### src/hw/rtl/vt_escape_sequence_parser_assert.svh
// Assertion macros for the escape sequence parser.
`ifndef VT_ESCAPE_SEQUENCE_PARSER_ASSERT_SVH
`define VT_ESCAPE_SEQUENCE_PARSER_ASSERT_SVH
`ifndef SYNTHESIS
`define VTP_ASSERT_IMP(label, clk, rstn, ante, cons) \
    label: assert property (@(posedge clk) disable iff (!rstn) (ante) |-> (cons)) \
        else $error("assertion failed");
`define VTP_ASSERT_NXT(label, clk, rstn, ante, cons) \
    label: assert property (@(posedge clk) disable iff (!rstn) (ante) |=> (cons)) \
        else $error("assertion failed");
`else
`define VTP_ASSERT_IMP(label, clk, rstn, ante, cons)
`define VTP_ASSERT_NXT(label, clk, rstn, ante, cons)
`endif
`endif

### src/hw/rtl/vtp_pkg.sv
// Shared types and constants of the escape sequence parser.
`default_nettype none
package vtp_pkg;
    localparam int MAX_PARAMS_DEF = 16;
    localparam int PARAM_BITS_DEF = 16;

    typedef enum logic [3:0] {
        M_GROUND, M_ESC, M_ESC_INTER, M_CSI_ENTRY, M_CSI_PARAM,
        M_CSI_INTER, M_CSI_IGNORE, M_OSC, M_STR_IGNORE
    } mode_t;

    typedef enum logic [2:0] {
        K_PRINT = 3'd0, K_EXEC = 3'd1, K_ESC = 3'd2, K_CSI = 3'd3, K_OSC = 3'd4
    } kind_t;

    localparam logic [7:0] B_ESC = 8'h1B;
    localparam logic [7:0] B_CAN = 8'h18;
    localparam logic [7:0] B_SUB = 8'h1A;
    localparam logic [7:0] B_ST = 8'h9C;
    localparam logic [7:0] B_BEL = 8'h07;
    localparam logic [20:0] CP_REPL = 21'h00FFFD;

    // Event handed from front to back: simple events carry code only.
    typedef struct packed {
        kind_t kind;
        logic [20:0] code;
        logic [7:0] pmark;
        logic [7:0] inter;
    } event_t;
endpackage
`default_nettype wire

### src/hw/rtl/vtp_front.sv
// Front end: byte classification, mode machine, UTF-8 decode, parameter capture.
`default_nettype none
module vtp_front #(
    parameter int MAX_PARAMS = vtp_pkg::MAX_PARAMS_DEF,
    parameter int PARAM_BITS = vtp_pkg::PARAM_BITS_DEF,
    localparam int IW = (MAX_PARAMS > 1) ? $clog2(MAX_PARAMS) : 1,
    localparam int CW = $clog2(MAX_PARAMS + 1)
) (
    input  wire logic aclk,
    input  wire logic aresetn,
    input  wire logic in_valid,
    input  wire logic [7:0] in_byte,
    output logic in_ready,
    output logic ev_valid,
    output vtp_pkg::event_t ev_data,
    output logic [CW-1:0] ev_count,
    input  wire logic ev_ready,
    output logic pw_en,
    output logic [IW-1:0] pw_addr,
    output logic [PARAM_BITS-1:0] pw_data
);
    localparam logic [PARAM_BITS-1:0] PMAX = '1;
    vtp_pkg::mode_t mode_reg, mode_next;
    logic [20:0] acc_reg, acc_next;
    logic [1:0] left_reg, left_next;
    logic [CW-1:0] fill_reg, fill_next;
    logic [PARAM_BITS-1:0] dig_reg, dig_next;
    logic seen_reg, seen_next;
    logic [7:0] pm_reg, pm_next, ci_reg, ci_next;
    logic emit;
    logic [PARAM_BITS+3:0] prod;
    logic [PARAM_BITS-1:0] dsat;
    logic push;
    logic [PARAM_BITS-1:0] push_val;
    logic clr;
    logic fire;
    logic [7:0] b;

    assign b = in_byte;
    assign in_ready = ev_ready;
    assign fire = in_valid && in_ready;
    assign prod = {4'd0, dig_reg} * (PARAM_BITS+4)'(10) + (PARAM_BITS+4)'(b - 8'h30);
    assign dsat = (prod > {4'd0, PMAX}) ? PMAX : prod[PARAM_BITS-1:0];

    always_comb begin
        mode_next = mode_reg; acc_next = acc_reg; left_next = left_reg;
        dig_next = dig_reg; seen_next = seen_reg; pm_next = pm_reg; ci_next = ci_reg;
        emit = 1'b0; push = 1'b0; push_val = '0; clr = 1'b0;
        ev_data = '{kind: vtp_pkg::K_PRINT, code: 21'd0, pmark: 8'd0, inter: 8'd0};
        if (b == vtp_pkg::B_ESC) begin
            acc_next = '0; left_next = '0; clr = 1'b1; mode_next = vtp_pkg::M_ESC;
        end else if (b == vtp_pkg::B_CAN || b == vtp_pkg::B_SUB) begin
            acc_next = '0; left_next = '0; mode_next = vtp_pkg::M_GROUND;
        end else begin
            unique case (mode_reg)
                vtp_pkg::M_GROUND: begin
                    emit = 1'b1;
                    if (b < 8'h20 || b == 8'h7F) begin
                        ev_data.kind = vtp_pkg::K_EXEC; ev_data.code = {13'd0, b};
                    end else if (left_reg != 2'd0 && b[7:6] == 2'b10) begin
                        acc_next = {acc_reg[14:0], b[5:0]};
                        left_next = left_reg - 2'd1;
                        ev_data.code = {acc_reg[14:0], b[5:0]};
                        emit = (left_reg == 2'd1);
                    end else begin
                        left_next = '0; acc_next = '0;
                        if (!b[7]) ev_data.code = {13'd0, b};
                        else if (b[7:5] == 3'b110) begin
                            acc_next = {16'd0, b[4:0]}; left_next = 2'd1; emit = 1'b0;
                        end else if (b[7:4] == 4'b1110) begin
                            acc_next = {17'd0, b[3:0]}; left_next = 2'd2; emit = 1'b0;
                        end else if (b[7:3] == 5'b11110) begin
                            acc_next = {18'd0, b[2:0]}; left_next = 2'd3; emit = 1'b0;
                        end else ev_data.code = vtp_pkg::CP_REPL;
                    end
                end
                vtp_pkg::M_ESC: begin
                    if (b >= 8'h20 && b <= 8'h2F) mode_next = vtp_pkg::M_ESC_INTER;
                    else if (b == 8'h5B) begin
                        clr = 1'b1; mode_next = vtp_pkg::M_CSI_ENTRY;
                    end else if (b == 8'h5D) mode_next = vtp_pkg::M_OSC;
                    else if (b == 8'h50 || b == 8'h58 || b == 8'h5E || b == 8'h5F)
                        mode_next = vtp_pkg::M_STR_IGNORE;
                    else if (b >= 8'h30 && b <= 8'h7E) begin
                        mode_next = vtp_pkg::M_GROUND; emit = 1'b1;
                        ev_data.kind = vtp_pkg::K_ESC; ev_data.code = {13'd0, b};
                    end else if (b < 8'h20) begin
                        emit = 1'b1; ev_data.kind = vtp_pkg::K_EXEC;
                        ev_data.code = {13'd0, b};
                    end else mode_next = vtp_pkg::M_GROUND;
                end
                vtp_pkg::M_ESC_INTER:
                    if (b >= 8'h30 && b <= 8'h7E) mode_next = vtp_pkg::M_GROUND;
                vtp_pkg::M_CSI_ENTRY, vtp_pkg::M_CSI_PARAM, vtp_pkg::M_CSI_INTER: begin
                    ev_data.pmark = pm_reg; ev_data.inter = ci_reg;
                    ev_data.code = {13'd0, b};
                    if (b < 8'h20) begin
                        emit = 1'b1; ev_data = '{kind: vtp_pkg::K_EXEC,
                            code: {13'd0, b}, pmark: 8'd0, inter: 8'd0};
                    end else if (b >= 8'h40 && b <= 8'h7E) begin
                        emit = 1'b1; ev_data.kind = vtp_pkg::K_CSI;
                        mode_next = vtp_pkg::M_GROUND;
                        if (mode_reg == vtp_pkg::M_CSI_PARAM && seen_reg) begin
                            push = 1'b1; push_val = dig_reg;
                        end
                    end else if (mode_reg == vtp_pkg::M_CSI_INTER) begin
                        // swallow
                    end else if (b >= 8'h30 && b <= 8'h39) begin
                        seen_next = 1'b1; mode_next = vtp_pkg::M_CSI_PARAM;
                        dig_next = (mode_reg == vtp_pkg::M_CSI_ENTRY) ?
                            PARAM_BITS'(b - 8'h30) : dsat;
                    end else if (b == 8'h3B || b == 8'h3A) begin
                        push = 1'b1; push_val = seen_reg ? dig_reg : '0;
                        dig_next = '0; seen_next = 1'b0; mode_next = vtp_pkg::M_CSI_PARAM;
                    end else if (b >= 8'h3C && b <= 8'h3F && mode_reg == vtp_pkg::M_CSI_ENTRY)
                    begin
                        pm_next = b; mode_next = vtp_pkg::M_CSI_PARAM;
                    end else if (b >= 8'h20 && b <= 8'h2F) begin
                        if (mode_reg == vtp_pkg::M_CSI_PARAM && seen_reg) begin
                            push = 1'b1; push_val = dig_reg;
                        end
                        ci_next = b; mode_next = vtp_pkg::M_CSI_INTER;
                    end else mode_next = vtp_pkg::M_CSI_IGNORE;
                end
                vtp_pkg::M_CSI_IGNORE:
                    if (b >= 8'h40 && b <= 8'h7E) mode_next = vtp_pkg::M_GROUND;
                vtp_pkg::M_OSC:
                    if (b == vtp_pkg::B_BEL || b == vtp_pkg::B_ST) begin
                        mode_next = vtp_pkg::M_GROUND; emit = 1'b1;
                        ev_data.kind = vtp_pkg::K_OSC; ev_data.code = {13'd0, b};
                    end
                vtp_pkg::M_STR_IGNORE:
                    if (b == 8'h5C || b == vtp_pkg::B_BEL || b == vtp_pkg::B_ST)
                        mode_next = vtp_pkg::M_GROUND;
                default: mode_next = vtp_pkg::M_GROUND;
            endcase
        end
    end

    assign pw_en = fire && push && (fill_reg < CW'(MAX_PARAMS));
    assign pw_addr = fill_reg[IW-1:0];
    assign pw_data = push_val;
    assign fill_next = clr ? '0 : (pw_en ? fill_reg + CW'(1) : fill_reg);
    assign ev_valid = fire && emit;
    assign ev_count = pw_en ? fill_reg + CW'(1) : fill_reg;

    always_ff @(posedge aclk) begin
        if (!aresetn) begin
            mode_reg <= vtp_pkg::M_GROUND; acc_reg <= '0; left_reg <= '0;
            fill_reg <= '0; dig_reg <= '0; seen_reg <= 1'b0; pm_reg <= '0; ci_reg <= '0;
        end else if (fire) begin
            mode_reg <= mode_next; acc_reg <= acc_next; left_reg <= left_next;
            fill_reg <= fill_next;
            dig_reg <= clr ? '0 : dig_next;
            seen_reg <= clr ? 1'b0 : seen_next;
            pm_reg <= clr ? '0 : pm_next;
            ci_reg <= clr ? '0 : ci_next;
        end
    end
endmodule
`default_nettype wire

### src/hw/rtl/vtp_back.sv
// Back end: event queue, parameter memory and result sequencer.
`default_nettype none
module vtp_back #(
    parameter int MAX_PARAMS = vtp_pkg::MAX_PARAMS_DEF,
    parameter int PARAM_BITS = vtp_pkg::PARAM_BITS_DEF,
    localparam int IW = (MAX_PARAMS > 1) ? $clog2(MAX_PARAMS) : 1,
    localparam int CW = $clog2(MAX_PARAMS + 1)
) (
    input  wire logic aclk,
    input  wire logic aresetn,
    input  wire logic ev_valid,
    input  wire vtp_pkg::event_t ev_data,
    input  wire logic [CW-1:0] ev_count,
    output logic ev_ready,
    input  wire logic pw_en,
    input  wire logic [IW-1:0] pw_addr,
    input  wire logic [PARAM_BITS-1:0] pw_data,
    output logic m_valid,
    output vtp_pkg::event_t m_ev,
    output logic [CW-1:0] m_count,
    output logic [IW-1:0] m_index,
    output logic [PARAM_BITS-1:0] m_value,
    output logic m_last,
    input  wire logic m_ready
);
    logic [PARAM_BITS-1:0] mem [MAX_PARAMS];
    vtp_pkg::event_t q_ev_reg;
    logic [CW-1:0] q_cnt_reg;
    logic q_full_reg;
    logic busy_reg;
    logic [CW-1:0] idx_reg, idx_next;
    logic [PARAM_BITS-1:0] rd_reg;
    logic out_v_reg;
    logic take, adv, is_csi;

    // One queued event; the front stalls whenever an event is queued, also while the back is busy with it.
    assign ev_ready = !q_full_reg;
    assign is_csi = q_ev_reg.kind == vtp_pkg::K_CSI && q_cnt_reg != '0;
    assign adv = out_v_reg && m_ready;
    // Load next result when output is free.
    assign take = q_full_reg && (!out_v_reg || m_ready) && !(busy_reg && out_v_reg && !m_ready);
    assign idx_next = busy_reg ? idx_reg + CW'(1) : '0;

    // Hold the read data with the result it belongs to.
    always_ff @(posedge aclk) begin
        if (pw_en) mem[pw_addr] <= pw_data;
        if (take) rd_reg <= mem[idx_next[IW-1:0]];
    end

    logic [CW-1:0] cur_reg;
    always_ff @(posedge aclk) begin
        if (!aresetn) begin
            q_full_reg <= 1'b0; busy_reg <= 1'b0; out_v_reg <= 1'b0;
            idx_reg <= '0; cur_reg <= '0;
        end else begin
            if (adv) out_v_reg <= 1'b0;
            if (take) begin
                out_v_reg <= 1'b1;
                cur_reg <= idx_next;
                if (is_csi && (idx_next + CW'(1) != q_cnt_reg)) begin
                    busy_reg <= 1'b1; idx_reg <= idx_next;
                end else begin
                    busy_reg <= 1'b0; idx_reg <= '0; q_full_reg <= 1'b0;
                end
            end
            if (ev_valid) q_full_reg <= 1'b1;
        end
    end

    always_ff @(posedge aclk) begin
        if (ev_valid) begin
            q_ev_reg <= ev_data; q_cnt_reg <= ev_count;
        end
        if (take) begin
            m_ev <= q_ev_reg; m_count <= is_csi ? q_cnt_reg : '0;
            m_last <= !is_csi || (idx_next + CW'(1) == q_cnt_reg);
        end
    end

    assign m_valid = out_v_reg;
    assign m_index = cur_reg[IW-1:0];
    assign m_value = (m_ev.kind == vtp_pkg::K_CSI && m_count != '0) ? rd_reg : '0;
endmodule
`default_nettype wire

### src/hw/rtl/vt_escape_sequence_parser.sv
// Top level of the terminal escape sequence parser.
//  channel | dir | handshake        | payload
//  s_      | in  | s_tvalid/tready  | tdata = in_byte[7:0]
//  m_      | out | m_tvalid/tready  | tuser = event_kind, tdata fields, tlast = last
// A byte that emits nothing is taken back to back while the queue is empty.
// A byte that emits an event fills the one-entry queue, which holds s_tready low
// until the output register loads the event.
// A CSI dispatch with n stored parameters loads one result per cycle while m_tready
// does not stall the output, and holds s_tready low until its last result loads.
// Reset is synchronous active low and clears mode and queue; params need none.
`default_nettype none
`include "vt_escape_sequence_parser_assert.svh"
module vt_escape_sequence_parser #(
    parameter int MAX_PARAMS = vtp_pkg::MAX_PARAMS_DEF,
    parameter int PARAM_BITS = vtp_pkg::PARAM_BITS_DEF,
    localparam int IW = (MAX_PARAMS > 1) ? $clog2(MAX_PARAMS) : 1,
    localparam int CW = $clog2(MAX_PARAMS + 1),
    localparam int DW = 21 + 16 + CW + IW + PARAM_BITS,
    localparam int TW = ((DW + 7) / 8) * 8
) (
    input  wire logic aclk,
    input  wire logic aresetn,
    input  wire logic s_tvalid,
    output logic s_tready,
    input  wire logic [7:0] s_tdata, // in_byte
    output logic m_tvalid,
    input  wire logic m_tready,
    output logic [2:0] m_tuser, // event_kind
    // code, private_marker, inter_byte, param_count, param_index, param_value
    output logic [TW-1:0] m_tdata,
    output logic m_tlast
);
    logic ev_valid, ev_ready, pw_en;
    vtp_pkg::event_t ev_data, m_ev;
    logic [CW-1:0] ev_count, m_count;
    logic [IW-1:0] pw_addr, m_index;
    logic [PARAM_BITS-1:0] pw_data, m_value;

    vtp_front #(.MAX_PARAMS(MAX_PARAMS), .PARAM_BITS(PARAM_BITS)) u_front (
        .aclk, .aresetn, .in_valid(s_tvalid), .in_byte(s_tdata), .in_ready(s_tready),
        .ev_valid, .ev_data, .ev_count, .ev_ready, .pw_en, .pw_addr, .pw_data);

    vtp_back #(.MAX_PARAMS(MAX_PARAMS), .PARAM_BITS(PARAM_BITS)) u_back (
        .aclk, .aresetn, .ev_valid, .ev_data, .ev_count, .ev_ready, .pw_en, .pw_addr,
        .pw_data, .m_valid(m_tvalid), .m_ev, .m_count, .m_index, .m_value,
        .m_last(m_tlast), .m_ready(m_tready));

    assign m_tuser = m_ev.kind;
    assign m_tdata = TW'({m_value, m_index, m_count, m_ev.inter, m_ev.pmark, m_ev.code});

    `VTP_ASSERT_IMP(a_ev_ready, aclk, aresetn, ev_valid, ev_ready)
    `VTP_ASSERT_IMP(a_last_simple, aclk, aresetn, m_tvalid && m_tuser != vtp_pkg::K_CSI, m_tlast)
    `VTP_ASSERT_NXT(a_hold, aclk, aresetn, m_tvalid && !m_tready, m_tvalid && $stable({m_tuser, m_tdata, m_tlast}))
endmodule
`default_nettype wire

### config.mk
export PLATFORM = sky130hd
export DESIGN_NAME = vt_escape_sequence_parser
export DESIGN_NICKNAME = d
export VERILOG_FILES = /design/src/hw/rtl/vtp_pkg.sv /design/src/hw/rtl/vtp_front.sv /design/src/hw/rtl/vtp_back.sv /design/src/hw/rtl/vt_escape_sequence_parser.sv
export VERILOG_INCLUDE_DIRS = /design/src /design/src/hw/rtl
export SDC_FILE = /design/constraint.sdc
export NUM_CORES = 1
export LEC_CHECK = 0
export BUFFER_PORTS_ARGS = -buffer_cell sky130_fd_sc_hd__buf_2
export CAP_MARGIN = 30
export CORE_ASPECT_RATIO = 1.1
export CORE_MARGIN = 1.5
export CORE_UTILIZATION = 50
export DETAILED_ROUTE_END_ITERATION = 7
export PLACE_DENSITY = 0.67
export SLEW_MARGIN = 10
export SYNTH_ARGS = -nofsm -noshare
export SYNTH_HDL_FRONTEND = slang
export SYNTH_HIERARCHICAL = 1
export SYNTH_SLANG_ARGS = --single-unit
### constraint.sdc
create_clock -name aclk -period 5 [get_ports aclk]
set_input_delay 0.25 -clock aclk [delete_from_list [all_inputs] [get_ports aclk]]
set_output_delay 0.25 -clock aclk [all_outputs]
set_load 0.01 [all_outputs]
# Word level (Yosys, flattened, before mapping)
# Memory sizes are Yosys's and may differ from the RTL's. A register that Yosys moved wholly into a read port is not among the register bits.
# Cells that the tools add are included.
# W data, S select, Z words.
# word_totals
ff_bits,162
latchBits,0
ramBits,256
rom_bits,0
in_bits,12
out_inout_bits,70
elab_cells,306
n_memories,1
# memory_table
memory,depth,width,read_ports,rd_clocked_by_memory_dff,wr,line_no,rtl
u_back.mem,16,16,1,1,1,vtp_back.sv:26,logic [PARAM_BITS-1:0] mem [MAX_PARAMS];
# op_classes
addsub,7
multipliers,1
div_mod_pow,0
order_cmp,11
eq_ne,50
shift,0
muxes,155
bitwise,1
n_reduce_logical,56
# ops
operator,count
$mux W16,25
$mux W8,21
$mux W24,6
$mux W15,8
$mux W21,5
$pmux W24 S4,1
$mux W4,17
$eq A8 B7 Y1 const B,8
$mux W1,51
$pmux W4 S7,1
$eq A8 B5 Y1 const B,3
$ge A8 B6 Y1 const B,3
$le A8 B6 Y1 const B,3
$mux W2,12
$mux W22,1
$add A20 B20 Y20,1
$gt A20 B16 Y1 const B,1
$logic_and A1 B1 Y1,20
$mux W5,4
$mul A16 B3 Y19 const B,1
$sub A8 B6 Y9 const B,2
$eq A4 B3 Y1 const B,4
$eq A8 B6 Y1 const B,2
$ne A2 B1 Y1 const B,8
other kinds (42),73

# Depth between registers and ports, before layout
# Gate-level depths: netlist of run 1.
# depth
ltp_word,17
depth_mapped,23
depth_no_buf,22

# Hierarchy
# Netlist of run 1, hierarchy kept.
# by_module_without_submodules
mod,n_inst,cells_each,area_per_inst_um2,seq_area_each_um2
vtp_back,1,804,14163.6,11140.7
vtp_front,1,757,5654.2,1181.1
vt_escape_sequence_parser,1,3,18.8,0.0

# Least setup slack after synthesis of run 1
# Ideal clock, no wire load.
# synth_timing
path_type,register -> register
start,register u_front.dig_reg[1]
end,register u_front.dig_reg[10]
setup_time_ps,122
t_arrival_ps,4071
t_required_ps,4878
slack_ps,807
stages_incl_launch_ff,24
n_path_buf,1
synth_period_minus_slack_ps,4193
cell_sequence,dfxtp_1 ha_1 ha_1 inv_1 fa_1 nor2b_1 o21a_1 o21ai_0 a21oi_1 o21ai_0 a31oi_1 a21o_1 a21oi_1 xnor2_1 ha_1 a21oi_1 o21a_1 o21a_1 a211oi_1 o22ai_1 a21oi_1 nor3b_4 buf_6 a21oi_1
# synth_between
elab_chain_cells,13
# synth_lines
element,line_no,rtl
from (decl),vtp_front.sv:27,"logic [PARAM_BITS-1:0] dig_reg, dig_next;"
from (signal assigned),vtp_front.sv:154,dig_reg <= clr ? '0 : dig_next;
$mul A16 B3 Y19 (*),vtp_front.sv:42,"assign prod = {4'd0, dig_reg} * (PARAM_BITS+4)'(10) + (PARAM_BITS+4)'(b - 8'h30);"
$add A20 B20 Y20 (*),vtp_front.sv:42,
$gt A20 B16 Y1,vtp_front.sv:43,"assign dsat = (prod > {4'd0, PMAX}) ? PMAX : prod[PARAM_BITS-1:0];"
$mux W16 (*),vtp_front.sv:43,
$mux W16 (*),vtp_front.sv:110,dig_next = (mode_reg == vtp_pkg::M_CSI_ENTRY) ?
$mux W16 (*),vtp_front.sv:108,end else if (b >= 8'h30 && b <= 8'h39) begin
$mux W16 (*),vtp_front.sv:106,end else if (mode_reg == vtp_pkg::M_CSI_INTER) begin
$mux W16 (*),vtp_front.sv:100,end else if (b >= 8'h40 && b <= 8'h7E) begin
$mux W16 (*),vtp_front.sv:97,if (b < 8'h20) begin
$mux W16 (*),vtp_front.sv:55,unique case (mode_reg)
$mux W16 (*),vtp_front.sv:52,end else if (b == vtp_pkg::B_CAN || b == vtp_pkg::B_SUB) begin
$mux W16 (*),vtp_front.sv:50,if (b == vtp_pkg::B_ESC) begin
$mux W16 (*),vtp_front.sv:154,
# Every way passes the cells marked *; elsewhere a longest branch is shown, timed or not. The select of a mux whose other input is x is not followed.
# A chain may end at the register's enable or synchronous reset.

# Worst setup path after layout of run 1
# layout_timing
start,register u_front.dig_reg[3]
end,register u_front.dig_reg[14]
# The elaborated chain is that of the path after synthesis.

==> metrics, run 1 <==
post-synthesis average cell area=12.7 sq um; H-Tree Level Count=2; vias=12800; Fillers=3204; final setup TNS=0 ns; pre-CTS setup slack=0.347 ns; clk root buf=clkbuf_16; max-slew violation count=0; Max Fclk=215 MHz; gr usage total=22.7%; Synth Instances=1564; CP Data Required Time=5.42 ns; routed len/inst=20.8 microns; DIE AREA=0.0409 sq mm; R2R setup slack=0.35 ns; Yosys warnings=6; Via density=5.87; Largest register FFs=256; core area=0.0392 sq mm; worst-path fanout max=16; die height=212 microns; Layout area overhead=12.4%; Final Critical Period=4.65 ns; #FFs+latches synth=434; Relative slew margins=36.2%; FF-to-FF Start=u_front/dig_reg[3]; synth unique cells=87; Worst setup EP type=flip-flop; clk buf depth=3; dpl hpwl=29300 microns; clock skew=0.0246 ns; postcts setup bufs=0; Synth area leader=edfxtp_1; status=finished clean; 1st-pass router iterations=5; post-route ant nets=0; layout cell share with drive strength beyond 1=14.8%; TritonCTS Buffers=44; peak supply drop=0.284 mV; Setup-failing EPs final=0; hold endpoint=u_back/m_valid; wire length of the first global-routing pass=71000 microns; Final Cell Area=0.0223 sq mm; initial antenna violation count=0; vias in the first global route=12600; EDFF count, synth=363; worst hold start=m_tready; Setup CP Type=flip-flop to flip-flop; GP Congestion=0.875; clk slew on worst S/H paths=0.06 ns; placed insts=2101; nets=1712; CTS tree=done; Worst-Skew Late Latency=0.56 ns; First DRT Iteration DRCs=1050; synthesized area=0.0198 sq mm; FP Rows=76; I/O Buffers=79; R2R cell count=23; drt total wl=45400 microns; Hold Crit Class=primary input to flip-flop; Seq/Total Area, Yosys=62.1%; # clock sinks=434; RSZ-0062 raised after global routing=false; final std cells w/o fill=2184; hold buffer count at cts=0; top post-synthesis cells by area=edfxtp_1 (55%), dfxtp_1 (7.2%), ha_1 (3.6%), mux2i_1 (3.6%), a21oi_1 (2.8%); commonest non-fill, non-tap cell in the layout=edfxtp_1; post-route setup slack=0.354 ns; Max Cap Viol=0; Hold Path Cell Cnt=3; post-synthesis async set-or-reset flop share=0%; IO Pins=82; area share of the largest cell type after synthesis=55.0%; CP startpoint kind=flip-flop; most frequent cells in the layout=edfxtp_1 (363), nand2_1 (143), a21oi_1 (111); final-report hold violation count=0; Top FF cell, synth=edfxtp_1; Slew @ Worst Pin=0.958 ns; antenna fix cells=0; Overflow after GRT=0; dpl cell area=0.0208 sq mm; Resize count post-CTS=0; largest net degree at the start of global routing=65; PwrDens=340 mW/mm^2; RR Endpoint=u_front/dig_reg[14]; effective utilization at floorplan=50.6%; die width=193 microns; Leakage=8.44 nW; arrival time of the worst setup path=5.07 ns; drt drc=0; period utilization=92.9%
## kinds of logic (layout without fill, tap and decap cells)
family | after synthesis | count (layout) | synth area share [%]
compound gates | 334 | 334 | 11.3
xor+xnor | 36 | 36 | 1.66
fa+ha+maj | 59 | 59 | 3.80
buf+inv | 117 | 229 | 2.68
flops | 434 | 434 | 62.1
mux | 92 | 92 | 5.87
other cells | 1 | 2 | 0.0189
simple gates | 491 | 491 | 12.6
## how the worst max path moves through the flow
stage,endpoint,slack (ns),startpoint,cells past startpoint
2_1_floorplan,u_front/dig_reg[10],0.81,u_front/dig_reg[1],23
3_3_place_gp,u_front/dig_reg[0],0.48,u_front/dig_reg[1],23
3_5_place_dp,u_front/dig_reg[14],0.35,u_front/dig_reg[1],23
4_1_cts,u_front/dig_reg[14],0.30,u_front/dig_reg[1],23
5_1_grt,u_front/dig_reg[4],0.005,u_front/dig_reg[1],23
6_report,u_front/dig_reg[14],0.35,u_front/dig_reg[3],23
## critical path: stages (launching register included)
cell and delay, ns:
dfxtp_1 0.41, ha_1 0.26, ha_1 0.22, inv_1 0.07, fa_1 0.20, nor2b_1 0.06, o21a_1 0.18, o21ai_0 0.27
a21oi_1 0.14, o21ai_0 0.27, a31oi_1 0.17, a21o_1 0.21, a21oi_1 0.16, xnor2_1 0.09, ha_1 0.38, a21oi_1 0.23
o21a_1 0.17, o21a_1 0.15, a211oi_1 0.05, o22ai_1 0.18, a21oi_1 0.13, nor3b_4 0.21, buf_6 0.22, a211oi_1 0.09
## area by class of cell
cell class	instances	area [sq um]	area share [%]
well taps	507	634	2.84
inverters	31	116	0.522
repair buffers	116	722	3.24
multi-input cells	1014	7020	31.5
flip-flops and latches	434	12300	55.3
clock inverters	23	275	1.23
clock buffers	59	1210	5.41
## routing by layer
metal / track usage, % / routed length (microns) / up-vias
met5: 0 / 0 / -
met4: 6.34 / 1040 / 0
met3: 3.35 / 2190 / 72
met2: 39.1 / 23100 / 332
met1: 29.7 / 19100 / 6356
li1: - / - / 6068
## synthesized netlist by cell type, drive strengths merged (4+ instances only)
cell type  number
and3           30
a311oi         31
o21bai          5
nor2b           9
xnor2          20
nor4           10
o211ai          4
nand3          36
o21ai          50
nor2           87
or3             7
edfxtp        363
a21o           15
o21a           13
o31ai           4
o22ai           4
nand4          11
buf            41
xor2           15
nand2b         11
ha             57
inv            30
a31oi           5
a22oi           8
a211oi         46
nand3b          4
clkbuf         45
and2           80
or2             7
a21oi         117
mux2i          72
dfxtp          71
a41oi           4
nand2         144
nor3           43
mux4           19
## power by group
| group | total [mW] | switching, mW | leakage, nW | internal (mW) |
|---|---|---|---|---|
| clock | 3.32 | 1.35 | 0.728 | 1.97 |
| sequential | 3.97 | 0.0202 | 4.42 | 3.95 |
| combinational | 0.285 | 0.199 | 3.29 | 0.0856 |
## through the flow
step | power (mW) | utilization (%) | hold WS, ns
3_3_place_gp | 4.32 | 53.0 | 0.401
3_5_place_dp | 4.33 | 53.1 | 0.406
4_1_cts | 7.64 | 56.8 | 0.0526
2_1_floorplan | 4.23 | - | 0.400
6_report | 7.58 | 56.9 | 0.0525
5_1_grt | 7.83 | 56.9 | 0.0771
(Power assumes the default switching activity.)
==> inputs of run 2 (changes only) <==
--- a/config.mk
+++ b/config.mk
@@ -8,7 +8,6 @@
 export LEC_CHECK = 0
 export BUFFER_PORTS_ARGS = -buffer_cell sky130_fd_sc_hd__buf_2
 export CAP_MARGIN = 30
-export CORE_ASPECT_RATIO = 1.1
 export CORE_MARGIN = 1.5
 export CORE_UTILIZATION = 50
 export DETAILED_ROUTE_END_ITERATION = 7
==> metrics, run 2 (synthesis results as in run 1) <==
status=finished clean; Internal=5.87 mW (-2.3%); Final Critical Period=4.67 ns (+0.0262 ns); layout cell share with drive strength beyond 1=14.7% (-0.11 points); Comb power frac=3.8% (about the same); Layout area overhead=12.1%; Clock power frac=42.9% (-0.9 points); Setup CP Type=flip-flop to flip-flop; Critical-path top delay cell=dfxtp_1; First DRT Iteration DRCs=1011 (-3.7%); Final Util=57.1% (+0.22 points); post-route ant nets=0 (unchanged); CTS tree=done; TritonCTS Buffers=45 (+2.3%); period utilization=93.4% (+0.52 points); CP startpoint kind=flip-flop; clk slew on worst S/H paths=0.06 ns (about the same); die width=202 microns (+4.8%); GP Congestion=0.875 (about the same); PwrDens=335 mW/mm^2 (-1.5%); Worst path max stage delay=0.44 ns (+0.03 ns); gr usage total=22.5% (-0.18 points); die height=202 microns (-4.6%); vias in the first global route=12500 (-0.67%); hold endpoint=u_back/q_ev_reg[20]; Max Fclk=214 MHz (-0.56%); effective utilization at floorplan=51.0% (+0.34 points); CP most frequent cell=a21oi_1; I/O Buffers=79 (unchanged); antenna fix cells=0 (unchanged); DIE AREA=0.0409 sq mm (about the same); vias=12900 (+0.21%); drt drc=0 (unchanged); postcts setup bufs=0 (unchanged); final-report hold violation count=0 (unchanged); commonest non-fill, non-tap cell in the layout=edfxtp_1; Relative slew margins=38.9% (+2.8 points); most frequent cells in the layout=edfxtp_1 (363), nand2_1 (143), a21oi_1 (110); max-slew violation count=0 (unchanged); routed len/inst=21.0 microns (+1.2%); clock skew=0.0412 ns (+0.0166 ns); Largest register FFs=256 (unchanged); dpl hpwl=29200 microns (-0.40%); clk buf depth=3 (unchanged); Hold Path Cell Cnt=2 (-1); Hold Slack=0.108 ns (+0.0554 ns); IO Pins=82 (unchanged); R2R setup slack=0.33 ns (-0.03 ns); drt total wl=46100 microns (+1.6%); CP Data Required Time=5.44 ns (+0.02 ns); Cell Chain, Critical Path=ha_1 -> ha_1 -> inv_1 -> fa_1 -> nor2b_1 -> o21a_1 -> o21ai_0 -> a21oi_1 -> o21ai_0 -> a31oi_1 -> a21o_1 -> a21oi_1 -> xnor2_1 -> ha_1 -> a21oi_1 -> o21a_1 -> o21a_1 -> a211oi_1 -> o22ai_1 -> a21oi_2 -> nor3b_4 -> buf_4 -> a21oi_1; largest net degree at the start of global routing=62 (-4.6%); Setup-failing EPs final=0 (unchanged); wire length of the first global-routing pass=71000 microns (about the same); R2R cell count=23 (unchanged); Worst setup EP type=flip-flop; 1st-pass router iterations=6 (+1); Via density=5.86 (-0.25%); Leakage=8.38 nW (-0.63%); RR Endpoint=u_front/dig_reg[5]; Worst-Skew Late Latency=0.58 ns (+0.02 ns); switch share=21.2% (+0.44 points); peak supply drop=0.220 mV (-23%); Max Cap Viol=0 (unchanged); Overflow after GRT=0 (unchanged); Sequential Power Share=53.4% (+1.0 points); core area=0.0389 sq mm (-0.66%); nets=1715 (+0.18%); initial antenna violation count=1 (+1); pre-CTS setup slack=0.377 ns (+0.0299 ns); Slew @ Worst Pin=0.916 ns (-0.0416 ns); Net Sw Power=1.57 mW (+0.30%); worst-path fanout max=16 (unchanged); FF-to-FF Start=u_front/dig_reg[1]; arrival time of the worst setup path=5.11 ns (+0.04 ns); # clock sinks=434 (unchanged); Hold Crit Class=primary input to flip-flop; worst hold start=s_tdata[4]; Pwr Total=7.44 mW (-1.8%); FP Rows=72 (-5.3%); post-route setup slack=0.328 ns (-0.0262 ns); clk root buf=clkbuf_16; H-Tree Level Count=2 (unchanged)
[run 2: final cells by class]
type / instances / area (sq um)
clock inverters: 22 / 183
multi-input cells: 1014 / 7030
inverters: 31 / 116
repair buffers: 118 / 713
clock buffers: 57 / 1220
well taps: 518 / 648
flip-flops and latches: 434 / 12300
fillers: 3200 / 16700
[run 2: layer usage]
layer	wire length, microns	track usage [%]	vias up
li1	-	-	6063
met1	20400	30.5	6351
met2	22300	37.6	380
met3	2610	4.00	59
met4	785	5.74	2
met5	11	0	-
[run 2: worst max path at each step]
stage	to	from	slack, ns	cells past startpoint
detailed placement	u_front/dig_reg[0]	u_front/dig_reg[1]	0.38	23
CTS	u_front/dig_reg[5]	u_front/dig_reg[1]	0.35	23
global route	u_front/dig_reg[8]	u_front/dig_reg[1]	-0.0005	23
global placement	u_front/dig_reg[0]	u_front/dig_reg[1]	0.50	23
floorplan	u_front/dig_reg[10]	u_front/dig_reg[1]	0.81	23
finish	u_front/dig_reg[5]	u_front/dig_reg[1]	0.33	23
[run 2: power by group through the flow]
stage / combinational, mW / sequential, mW / clock [mW]
6_report: 0.281 / 3.97 / 3.19
5_1_grt: 0.308 / 3.97 / 3.37
4_1_cts: 0.281 / 3.97 / 3.25
3_5_place_dp: 0.279 / 4.05 / 0
3_3_place_gp: 0.269 / 4.05 / 0
2_1_floorplan: 0.175 / 4.05 / 0
[run 2: repair_timing]
item,4_1_cts,5_1_grt
endpoints found under the hold margin,1,0
resized for setup,0,2
hold buffers,1,0
endpoints found under the setup margin,0,3
[run 2: through the flow]
step	TNS [ns]	cell area, sq um	std cells
after global placement	0	20800	2112
after CTS	0	22200	2193
final	0	22200	2194
after detailed placement	0	20800	2113
after global routing	-0.000483	22200	2194
after floorplan	0	19800	1565
[run 2: worst max-delay path: cells and delay by family, from the launching register on]
kind	cells	cell delay [ns]
buffers and inverters	2	0.33
AO/OA/AOI/OAI	14	2.38
adder cells (fa/ha/maj)	4	1.08
AND/OR/NAND/NOR	2	0.23
flip-flops	1	0.44
XOR/XNOR	1	0.09
